**src/unsorted_max_priority_queue_assert.svh**
```systemverilog
// Assertion macros for the unsorted max-priority queue RTL.
// Depends on clk_i and rst_ni being visible in the including module.
`ifndef UNSORTED_MAX_PRIORITY_QUEUE_ASSERT_SVH
`define UNSORTED_MAX_PRIORITY_QUEUE_ASSERT_SVH

// Same-cycle implication, checked on every rising edge out of reset.
`define UMPQ_ASSERT(label, ante, cons, msg) \
  label: assert property (@(posedge clk_i) disable iff (!rst_ni) (ante) |-> (cons)) \
    else $error(msg);

// Next-cycle implication, checked on every rising edge out of reset.
`define UMPQ_ASSERT_NEXT(label, ante, cons, msg) \
  label: assert property (@(posedge clk_i) disable iff (!rst_ni) (ante) |=> (cons)) \
    else $error(msg);

`endif

```
**src/umpq_pkg.sv**
```systemverilog
// Package for the unsorted max-priority queue: operation codes and sequencer states.
// Has no dependencies; the RTL files refer to it by scoped names.
package umpq_pkg;

  // Operation codes carried in the op field of an input transfer.
  typedef enum logic [1:0] {
    OpInsert = 2'd0,
    OpRemove = 2'd1,
    OpClear  = 2'd2
  } op_e;

  // One-hot states of the remove sequencer.
  typedef enum logic [3:0] {
    StIdle  = 4'b0001,
    StScan  = 4'b0010,
    StShift = 4'b0100,
    StDone  = 4'b1000
  } state_e;

endpackage

```
**src/unsorted_max_priority_queue.sv**
```systemverilog
// Max-priority queue held unsorted in insertion order in one RAM, with a
// single comparator that scans the entries for the largest key. Depends on
// umpq_pkg, umpq_ram and unsorted_max_priority_queue_assert.svh.
//
// Each input transfer carries one operation and produces exactly one output
// transfer. For insert, clear-counter and the unused code the result is in
// the output register on the cycle after the input transfer. A remove from
// a queue of one entry or more first issues the read of entry 0, then has
// the comparator look at the entries one by one, then moves the entries
// after the one taken down by one slot (one RAM read and one RAM write per
// cycle, plus a last step to finish the final write; nothing is moved when
// the entry taken is the last one), and then presents the result. The
// single RAM read port and the single comparator make the scan look at one
// entry at a time. A remove from an empty queue is answered on the cycle
// after the input transfer with removed_valid low.
// The block takes no new input transfer while a remove is in progress, nor
// while the output register holds a result that is stalled. An insert into
// a full queue is answered with insert_rejected high and changes nothing.
// Ties between equal keys go to the oldest entry. The comparison counter
// adds one for each entry after the first that a remove looks at, and one
// more each time a strictly larger key becomes the new maximum; it
// saturates at all ones and is cleared by the clear operation. Stored keys
// are KEY_BITS wide, taken from key_in with sign extension or truncation.
// Occupancy reports the entry count modulo 32.
module unsorted_max_priority_queue #(
  parameter int unsigned QUEUE_DEPTH = 16,
  parameter int unsigned KEY_BITS    = 32
) (
  input  logic               clk_i,
  input  logic               rst_ni,
  // Input channel.
  input  logic               in_valid_i,
  output logic               in_stall_o,
  input  logic [1:0]         op_i,
  input  logic signed [31:0] key_in_i,
  input  logic [31:0]        payload_in_i,
  // Output channel.
  output logic               out_valid_o,
  input  logic               out_stall_i,
  output logic               removed_valid_o,
  output logic signed [31:0] key_out_o,
  output logic [31:0]        payload_out_o,
  output logic               insert_rejected_o,
  output logic [4:0]         occupancy_o,
  output logic [31:0]        comparisons_o
);

  `include "unsorted_max_priority_queue_assert.svh"

  // Index width for the RAM and count width that can hold the depth itself.
  localparam int unsigned IW = $clog2(QUEUE_DEPTH);
  localparam int unsigned CW = $clog2(QUEUE_DEPTH + 1);
  // Each RAM word holds the key in its upper bits and the payload below.
  localparam int unsigned EW = KEY_BITS + 32;

  // Adds a small increment to the comparison counter, holding at all ones.
  function automatic logic [31:0] sat_add(logic [31:0] a, logic [1:0] b);
    logic [32:0] s;
    s = {1'b0, a} + {31'b0, b};
    return s[32] ? '1 : s[31:0];
  endfunction

  umpq_pkg::state_e state_q, state_d;

  logic [CW-1:0] count_q, count_d;
  logic [31:0]   cmp_q, cmp_d;
  // Read pointer, shared by the scan and the shift phases.
  logic [CW-1:0] ptr_q, ptr_d;
  // Write pointer of the shift phase.
  logic [IW-1:0] dst_q, dst_d;
  logic          first_q, first_d;
  logic          pend_q, pend_d;

  logic [IW-1:0]              best_idx_q, best_idx_d;
  logic signed [KEY_BITS-1:0] best_key_q, best_key_d;
  logic [31:0]                best_pay_q, best_pay_d;

  // Output register.
  logic               out_valid_q, out_valid_d;
  logic               rv_q;
  logic signed [31:0] key_out_q;
  logic [31:0]        pay_out_q;
  logic               rej_q;
  logic [4:0]         occ_q;
  logic [31:0]        cmp_out_q;

  logic               out_load;
  logic               ld_rv;
  logic signed [31:0] ld_key;
  logic [31:0]        ld_pay;
  logic               ld_rej;

  // RAM port signals.
  logic          ram_we;
  logic [IW-1:0] ram_waddr;
  logic [EW-1:0] ram_wdata;
  logic          ram_re;
  logic [IW-1:0] ram_raddr;
  logic [EW-1:0] ram_rdata;

  logic                       in_acc;
  logic                       out_free;
  logic signed [63:0]         key_in_sx;
  logic signed [63:0]         best_sx;
  logic signed [KEY_BITS-1:0] rd_key;
  logic [31:0]                rd_pay;
  logic                       rd_greater;
  logic [CW-1:0]              scan_idx;
  logic                       rd_more;

  // The output register is free when it is empty or is drained this cycle.
  assign out_free   = !out_valid_q || !out_stall_i;
  assign in_stall_o = (state_q != umpq_pkg::StIdle) || !out_free;
  assign in_acc     = in_valid_i && !in_stall_o;

  // Keys are sign-extended to 64 bits, then cut to the stored width.
  assign key_in_sx  = 64'(key_in_i);
  assign best_sx    = 64'(best_key_q);

  assign rd_key     = ram_rdata[EW-1:32];
  assign rd_pay     = ram_rdata[31:0];
  assign rd_greater = rd_key > best_key_q;
  // Index of the entry whose data sits on the RAM read port during a scan.
  assign scan_idx   = ptr_q - CW'(1);
  assign rd_more    = ptr_q < count_q;

  always_comb begin
    state_d    = state_q;
    count_d    = count_q;
    cmp_d      = cmp_q;
    ptr_d      = ptr_q;
    dst_d      = dst_q;
    first_d    = first_q;
    pend_d     = pend_q;
    best_idx_d = best_idx_q;
    best_key_d = best_key_q;
    best_pay_d = best_pay_q;

    ram_we    = 1'b0;
    ram_waddr = dst_q;
    ram_wdata = ram_rdata;
    ram_re    = 1'b0;
    ram_raddr = ptr_q[IW-1:0];

    out_load = 1'b0;
    ld_rv    = 1'b0;
    ld_key   = '0;
    ld_pay   = '0;
    ld_rej   = 1'b0;

    unique case (state_q)
      umpq_pkg::StIdle: begin
        if (in_acc) begin
          unique case (umpq_pkg::op_e'(op_i))
            umpq_pkg::OpInsert: begin
              out_load = 1'b1;
              if (count_q >= CW'(QUEUE_DEPTH)) begin
                ld_rej = 1'b1;
              end else begin
                ram_we    = 1'b1;
                ram_waddr = count_q[IW-1:0];
                ram_wdata = {key_in_sx[KEY_BITS-1:0], payload_in_i};
                count_d   = count_q + CW'(1);
              end
            end
            umpq_pkg::OpRemove: begin
              if (count_q == '0) begin
                out_load = 1'b1;
              end else begin
                ram_re    = 1'b1;
                ram_raddr = '0;
                ptr_d     = CW'(1);
                first_d   = 1'b1;
                state_d   = umpq_pkg::StScan;
              end
            end
            umpq_pkg::OpClear: begin
              cmp_d    = '0;
              out_load = 1'b1;
            end
            default: begin
              out_load = 1'b1;
            end
          endcase
        end
      end

      umpq_pkg::StScan: begin
        if (first_q) begin
          best_key_d = rd_key;
          best_pay_d = rd_pay;
          best_idx_d = '0;
          first_d    = 1'b0;
        end else begin
          cmp_d = sat_add(cmp_q, rd_greater ? 2'd2 : 2'd1);
          if (rd_greater) begin
            best_key_d = rd_key;
            best_pay_d = rd_pay;
            best_idx_d = scan_idx[IW-1:0];
          end
        end
        if (rd_more) begin
          ram_re = 1'b1;
          ptr_d  = ptr_q + CW'(1);
        end else begin
          // Every entry has been seen: close the gap behind the maximum.
          state_d = umpq_pkg::StShift;
          ptr_d   = CW'(best_idx_d) + CW'(1);
          dst_d   = best_idx_d;
          pend_d  = 1'b0;
        end
      end

      umpq_pkg::StShift: begin
        pend_d = rd_more;
        if (rd_more) begin
          ram_re = 1'b1;
          ptr_d  = ptr_q + CW'(1);
        end
        if (pend_q) begin
          ram_we = 1'b1;
          dst_d  = dst_q + IW'(1);
        end
        if (!rd_more && !pend_q) begin
          state_d = umpq_pkg::StDone;
        end
      end

      umpq_pkg::StDone: begin
        if (out_free) begin
          out_load = 1'b1;
          ld_rv    = 1'b1;
          ld_key   = best_sx[31:0];
          ld_pay   = best_pay_q;
          count_d  = count_q - CW'(1);
          state_d  = umpq_pkg::StIdle;
        end
      end

      default: begin
        state_d = umpq_pkg::StIdle;
      end
    endcase
  end

  always_comb begin
    if (out_load) begin
      out_valid_d = 1'b1;
    end else if (!out_stall_i) begin
      out_valid_d = 1'b0;
    end else begin
      out_valid_d = out_valid_q;
    end
  end

  always_ff @(posedge clk_i or negedge rst_ni) begin
    if (!rst_ni) begin
      state_q     <= umpq_pkg::StIdle;
      count_q     <= '0;
      cmp_q       <= '0;
      ptr_q       <= '0;
      dst_q       <= '0;
      first_q     <= 1'b0;
      pend_q      <= 1'b0;
      out_valid_q <= 1'b0;
    end else begin
      state_q     <= state_d;
      count_q     <= count_d;
      cmp_q       <= cmp_d;
      ptr_q       <= ptr_d;
      dst_q       <= dst_d;
      first_q     <= first_d;
      pend_q      <= pend_d;
      out_valid_q <= out_valid_d;
    end
  end

  // Running maximum and output payload registers need no reset.
  always_ff @(posedge clk_i) begin
    best_idx_q <= best_idx_d;
    best_key_q <= best_key_d;
    best_pay_q <= best_pay_d;
    if (out_load) begin
      rv_q      <= ld_rv;
      key_out_q <= ld_key;
      pay_out_q <= ld_pay;
      rej_q     <= ld_rej;
      occ_q     <= 5'(count_d);
      cmp_out_q <= cmp_d;
    end
  end

  umpq_ram #(
    .WIDTH(EW),
    .DEPTH(QUEUE_DEPTH)
  ) u_entry_ram (
    .clk_i  (clk_i),
    .we_i   (ram_we),
    .waddr_i(ram_waddr),
    .wdata_i(ram_wdata),
    .re_i   (ram_re),
    .raddr_i(ram_raddr),
    .rdata_o(ram_rdata)
  );

  assign out_valid_o       = out_valid_q;
  assign removed_valid_o   = rv_q;
  assign key_out_o         = key_out_q;
  assign payload_out_o     = pay_out_q;
  assign insert_rejected_o = rej_q;
  assign occupancy_o       = occ_q;
  assign comparisons_o     = cmp_out_q;

  `UMPQ_ASSERT(a_count_bound, 1'b1, count_q <= CW'(QUEUE_DEPTH), "entry count above depth")
  `UMPQ_ASSERT(a_shift_order, ram_we && (state_q == umpq_pkg::StShift), CW'(dst_q) < ptr_q, "shift write not below read")
  `UMPQ_ASSERT(a_best_range, (state_q == umpq_pkg::StScan) && !first_q, CW'(best_idx_q) < count_q, "best index out of range")
  `UMPQ_ASSERT_NEXT(a_remove_count, (state_q == umpq_pkg::StDone) && out_free, count_q == ($past(count_q) - CW'(1)), "remove did not drop count")
  `UMPQ_ASSERT_NEXT(a_cmp_monotonic, !(in_acc && (op_i == umpq_pkg::OpClear)), cmp_q >= $past(cmp_q), "counter fell without clear")

endmodule

```
**src/umpq_ram.sv**
```systemverilog
// Generic single-write, single-read RAM with a registered read port.
// Has no dependencies; used for the entry store of the priority queue.
module umpq_ram #(
  parameter int unsigned WIDTH = 64,
  parameter int unsigned DEPTH = 16
) (
  input  logic                     clk_i,
  input  logic                     we_i,
  input  logic [$clog2(DEPTH)-1:0] waddr_i,
  input  logic [WIDTH-1:0]         wdata_i,
  input  logic                     re_i,
  input  logic [$clog2(DEPTH)-1:0] raddr_i,
  output logic [WIDTH-1:0]         rdata_o
);

  logic [WIDTH-1:0] mem_q [DEPTH];
  logic [WIDTH-1:0] rdata_q;

  always_ff @(posedge clk_i) begin
    if (we_i) begin
      mem_q[waddr_i] <= wdata_i;
    end
    if (re_i) begin
      rdata_q <= mem_q[raddr_i];
    end
  end

  assign rdata_o = rdata_q;

endmodule
```
**config.mk**
```make
export PLATFORM = sky130hd
export DESIGN_NAME = unsorted_max_priority_queue
export DESIGN_NICKNAME = d
export VERILOG_FILES = /design/src/umpq_pkg.sv /design/src/unsorted_max_priority_queue.sv /design/src/umpq_ram.sv
export VERILOG_INCLUDE_DIRS = /design/src /design/src/src
export SDC_FILE = /design/constraint.sdc
export NUM_CORES = 2
export LEC_CHECK = 0
export ABC_AREA = 1
export BUFFER_PORTS_ARGS = -buffer_cell sky130_fd_sc_hd__buf_2
export CORE_MARGIN = 1.5
export CORE_UTILIZATION = 60
export CTS_CLUSTER_DIAMETER = 150
export DETAILED_ROUTE_END_ITERATION = 16
export GPL_TIMING_DRIVEN = 0
export PLACE_DENSITY = 0.77
export SKIP_CTS_REPAIR_TIMING = 1
export SLEW_MARGIN = 20
export SYNTH_ARGS = -nofsm -noshare
export SYNTH_HDL_FRONTEND = slang
export SYNTH_HIERARCHICAL = 1
export SYNTH_SLANG_ARGS = --single-unit
```
**constraint.sdc**
```tcl
create_clock -name clk_i -period 16.3 [get_ports clk_i]
set_input_delay 1.63 -clock clk_i [delete_from_list [all_inputs] [get_ports clk_i]]
set_output_delay 1.63 -clock clk_i [all_outputs]
set_load 0.01 [all_outputs]
```
==> qor.csv <==
metric,value,unit
first-pass GRT wire length,242000,um
core box area,93900,um2
RSZ-0062 raised after global routing,false,
WP data arrival,5.50,ns
total grt overflow,0,
root buf cell,clkbuf_16,
worst endpoint required time,16.74,ns
Mean Syn Cell Area,10.5,um2
Post-Synthesis Cells,5434,
min-delay src,u_entry_ram/rdata_o[25],
most frequent cells in the layout,"nand2_1 (1559), edfxtp_1 (1259), inv_1 (938)",
port bufs,174,
sw power,4.18,mW
CP Capture Type,flop,
Critical Path Source Type,input port,
antenna violations before repair,2,
Synthesized Nets,5548,
Final Hold Viols,0,
average wire per standard cell,23.0,um
Worst Hold Class,reg2reg,
type of the worst setup path,in2reg,
Min-Delay Path Depth,0,
layout net count,5921,
Final min period,5.05,ns
Post-Syn Area,57100,um2
Die W,312,um
Initial DRC Count,5980,
Skew-Pair Late Insertion Delay,0.76,ns
worst rel slew slack,20.4,%
vias,41500,
worst slew pin tran,1.19,ns
die area,97100,um2
Yosys warning total,6,
Detail Route Antenna Nets,0,
r2r worst-path depth,13,
"Area growth, synth to finish",14.6,%
Worst-path clk slew,0.06,ns
Clock Sinks,1312,
"critical path fanouts, max",18,
worst reg2reg path endpoint,u_entry_ram/mem_q[14][41],
largest net degree at the start of global routing,60,
final setup violation count,0,
Setup TNS,0,ns
hpwl dp,111000,um
Fmax,0.198,GHz
#FFs+latches synth,1312,
Netlist cell types,55,
peak supply drop,115,uV
worst r2r src,state_q[0],
Crit. Startpoint,out_stall_i,
All-Layer GR Usage,33.9,%
Routed WL,165000,um
static leakage,27.9,nW
"leading cell type in the layout, fill and taps excluded",nand2_1,
Starting Density,60.8,%
DRT Pass-1 Iters,9,
Top-Level Pins,175,
hold path endpoint,best_pay_q[25],
Setup Skew,0.0324,ns
# DRC,0,
H-tree levels,4,
CTS buffer count,134,
CTS tree,yes,
vias per cell,5.80,
maxcap violations,0,
power share of the sequential group,38.9,%
combinational share of power,34.2,%
layout cells sized above 1,11.5,%
Die Y,312,um
Cell Rows,112,
Reg2Reg Setup Slack,11.45,ns
Net Sw Frac,37.9,%
clock share of power,26.9,%
final period utilization,31.0,%
status,completed,
sequential share of the synthesized area,68.5,%
number of global-route vias before repair,40500,
Max Root-Sink Buffers,3,
gpl congestion,0.916,
Fin Hold WS,0.448,ns
PwrDens,169,nW/um2
"Slew Viols, Final",0,
Internal,6.86,mW
[cells by family (layout without fill, tap and decap cells)]
kind of cell | count (synthesis) | count (layout) | share of synthesized area [%]
AOI/OAI and AO/OA | 94 | 94 | 1.04
xor gates and xnor gates | 20 | 20 | 0.307
adders and majority gates | 44 | 44 | 0.964
buffers and inverters | 1185 | 1654 | 8.60
DFF | 1312 | 1312 | 68.5
muxes | 1 | 1 | 0.0175
other | 0 | 5 | 0
and+or+nand+nor | 2778 | 2778 | 20.6
[flip-flops by register name, summed over array words and instances, names as in the netlist, 5 cells and up]
signal	flops
occupancy_o	5
key_out_o	32
ptr_q	5
best_key_q	32
payload_out_o	32
u_entry_ram/mem_q	1024
count_q	5
comparisons_o	32
cmp_q	32
best_pay_q	32
u_entry_ram/rdata_o	64
[per-stage QoR]
step                      total power [mW]  std cells  util [%]  setup slack, ns  area (um2)
after global routing                  11.4       7157      69.7            11.15       65400
after floorplan                       6.48       5434         -             9.96       57100
after detailed placement              7.94       6925      65.2            10.22       61200
after global placement                7.80       6862      63.4             5.02       59600
final                                 11.0       7162      69.7            11.25       65400
after CTS                             10.9       7157      69.6            10.97       65400
[power by group through the flow]
stage / Sequential [mW] / Combinational, mW / Clock, mW
floorplan: 4.36 / 2.12 / 0
global placement: 4.39 / 3.41 / 0
detailed placement: 4.36 / 3.58 / 0
CTS: 4.29 / 3.63 / 2.98
global route: 4.31 / 3.98 / 3.12
finish: 4.30 / 3.78 / 2.97
[synth_stat cells (all sizes together)]
cell     count  area share (%)
o211ai       9            0.12
o2111ai      2           0.031
o21a         3           0.039
xor2        19            0.29
and2         1           0.011
buf        205             2.2
a21o         1           0.013
nor3        17            0.20
o21bai       4           0.053
nand4       29            0.38
nand3b       5           0.066
a21boi       1           0.013
xnor2        1           0.015
a22oi        5           0.066
a31oi        2           0.022
inv        941             6.2
mux2i        1           0.018
nor4         7            0.10
nand2     1565              10
or4          1           0.013
or2          3           0.033
ha          44            0.96
clkbuf      39            0.26
dfstp        1           0.046
a21oi       32            0.35
o41ai        1           0.015
a311o        1           0.018
edfxtp    1259              66
nor2       338             2.3
a211oi       1           0.013
dfrtp       52             2.3
o21ai       30            0.27
nand3      812             7.2
o311ai       1           0.015
o22ai        1           0.011
[metal layers]
metal  GRT usage [%]  up-vias  wire [um]
li1                -    18400          -
met1            42.9    19400      57400
met3            10.2      616      23100
met4            18.8        0       9560
met2            52.5     3083      74700
met5               0        -          0
[critical path, stage by stage]
cell,delay (ns)
buf_2,0.11
nand2_1,0.16
nand3_1,0.17
nor3_2,0.59
inv_1,0.19
clkbuf_2,0.29
buf_16,0.24
clkbuf_1,0.36
nand2_1,0.27
nand3_1,0.35
nor2_4,0.61
buf_12,0.27
buf_16,0.19
[cell type report]
class | count | area, um2
Sequential cell | 1312 | 39100
Buffer | 244 | 1380
Inverter | 941 | 3530
Tap cell | 1254 | 1570
Multi-Input combinational cell | 2937 | 13300
Timing Repair Buffer | 237 | 2350
Clock buffer | 168 | 3600
Antenna cell | 5 | 12.5
Clock inverter | 64 | 598
Fill cell | 6309 | 28400
[worst max-delay path by stage]
stage / end / slack, ns / depth (start not counted)
floorplan: u_entry_ram/rdata_o[0] / 9.96 / 7
global placement: u_entry_ram/rdata_o[45] / 5.02 / 5
detailed placement: u_entry_ram/mem_q[14][48] / 10.22 / 13
CTS: u_entry_ram/mem_q[14][41] / 10.97 / 13
global route: u_entry_ram/mem_q[14][41] / 11.15 / 13
finish: u_entry_ram/mem_q[14][41] / 11.25 / 13
Note: power is estimated with default switching activity, not from simulation.
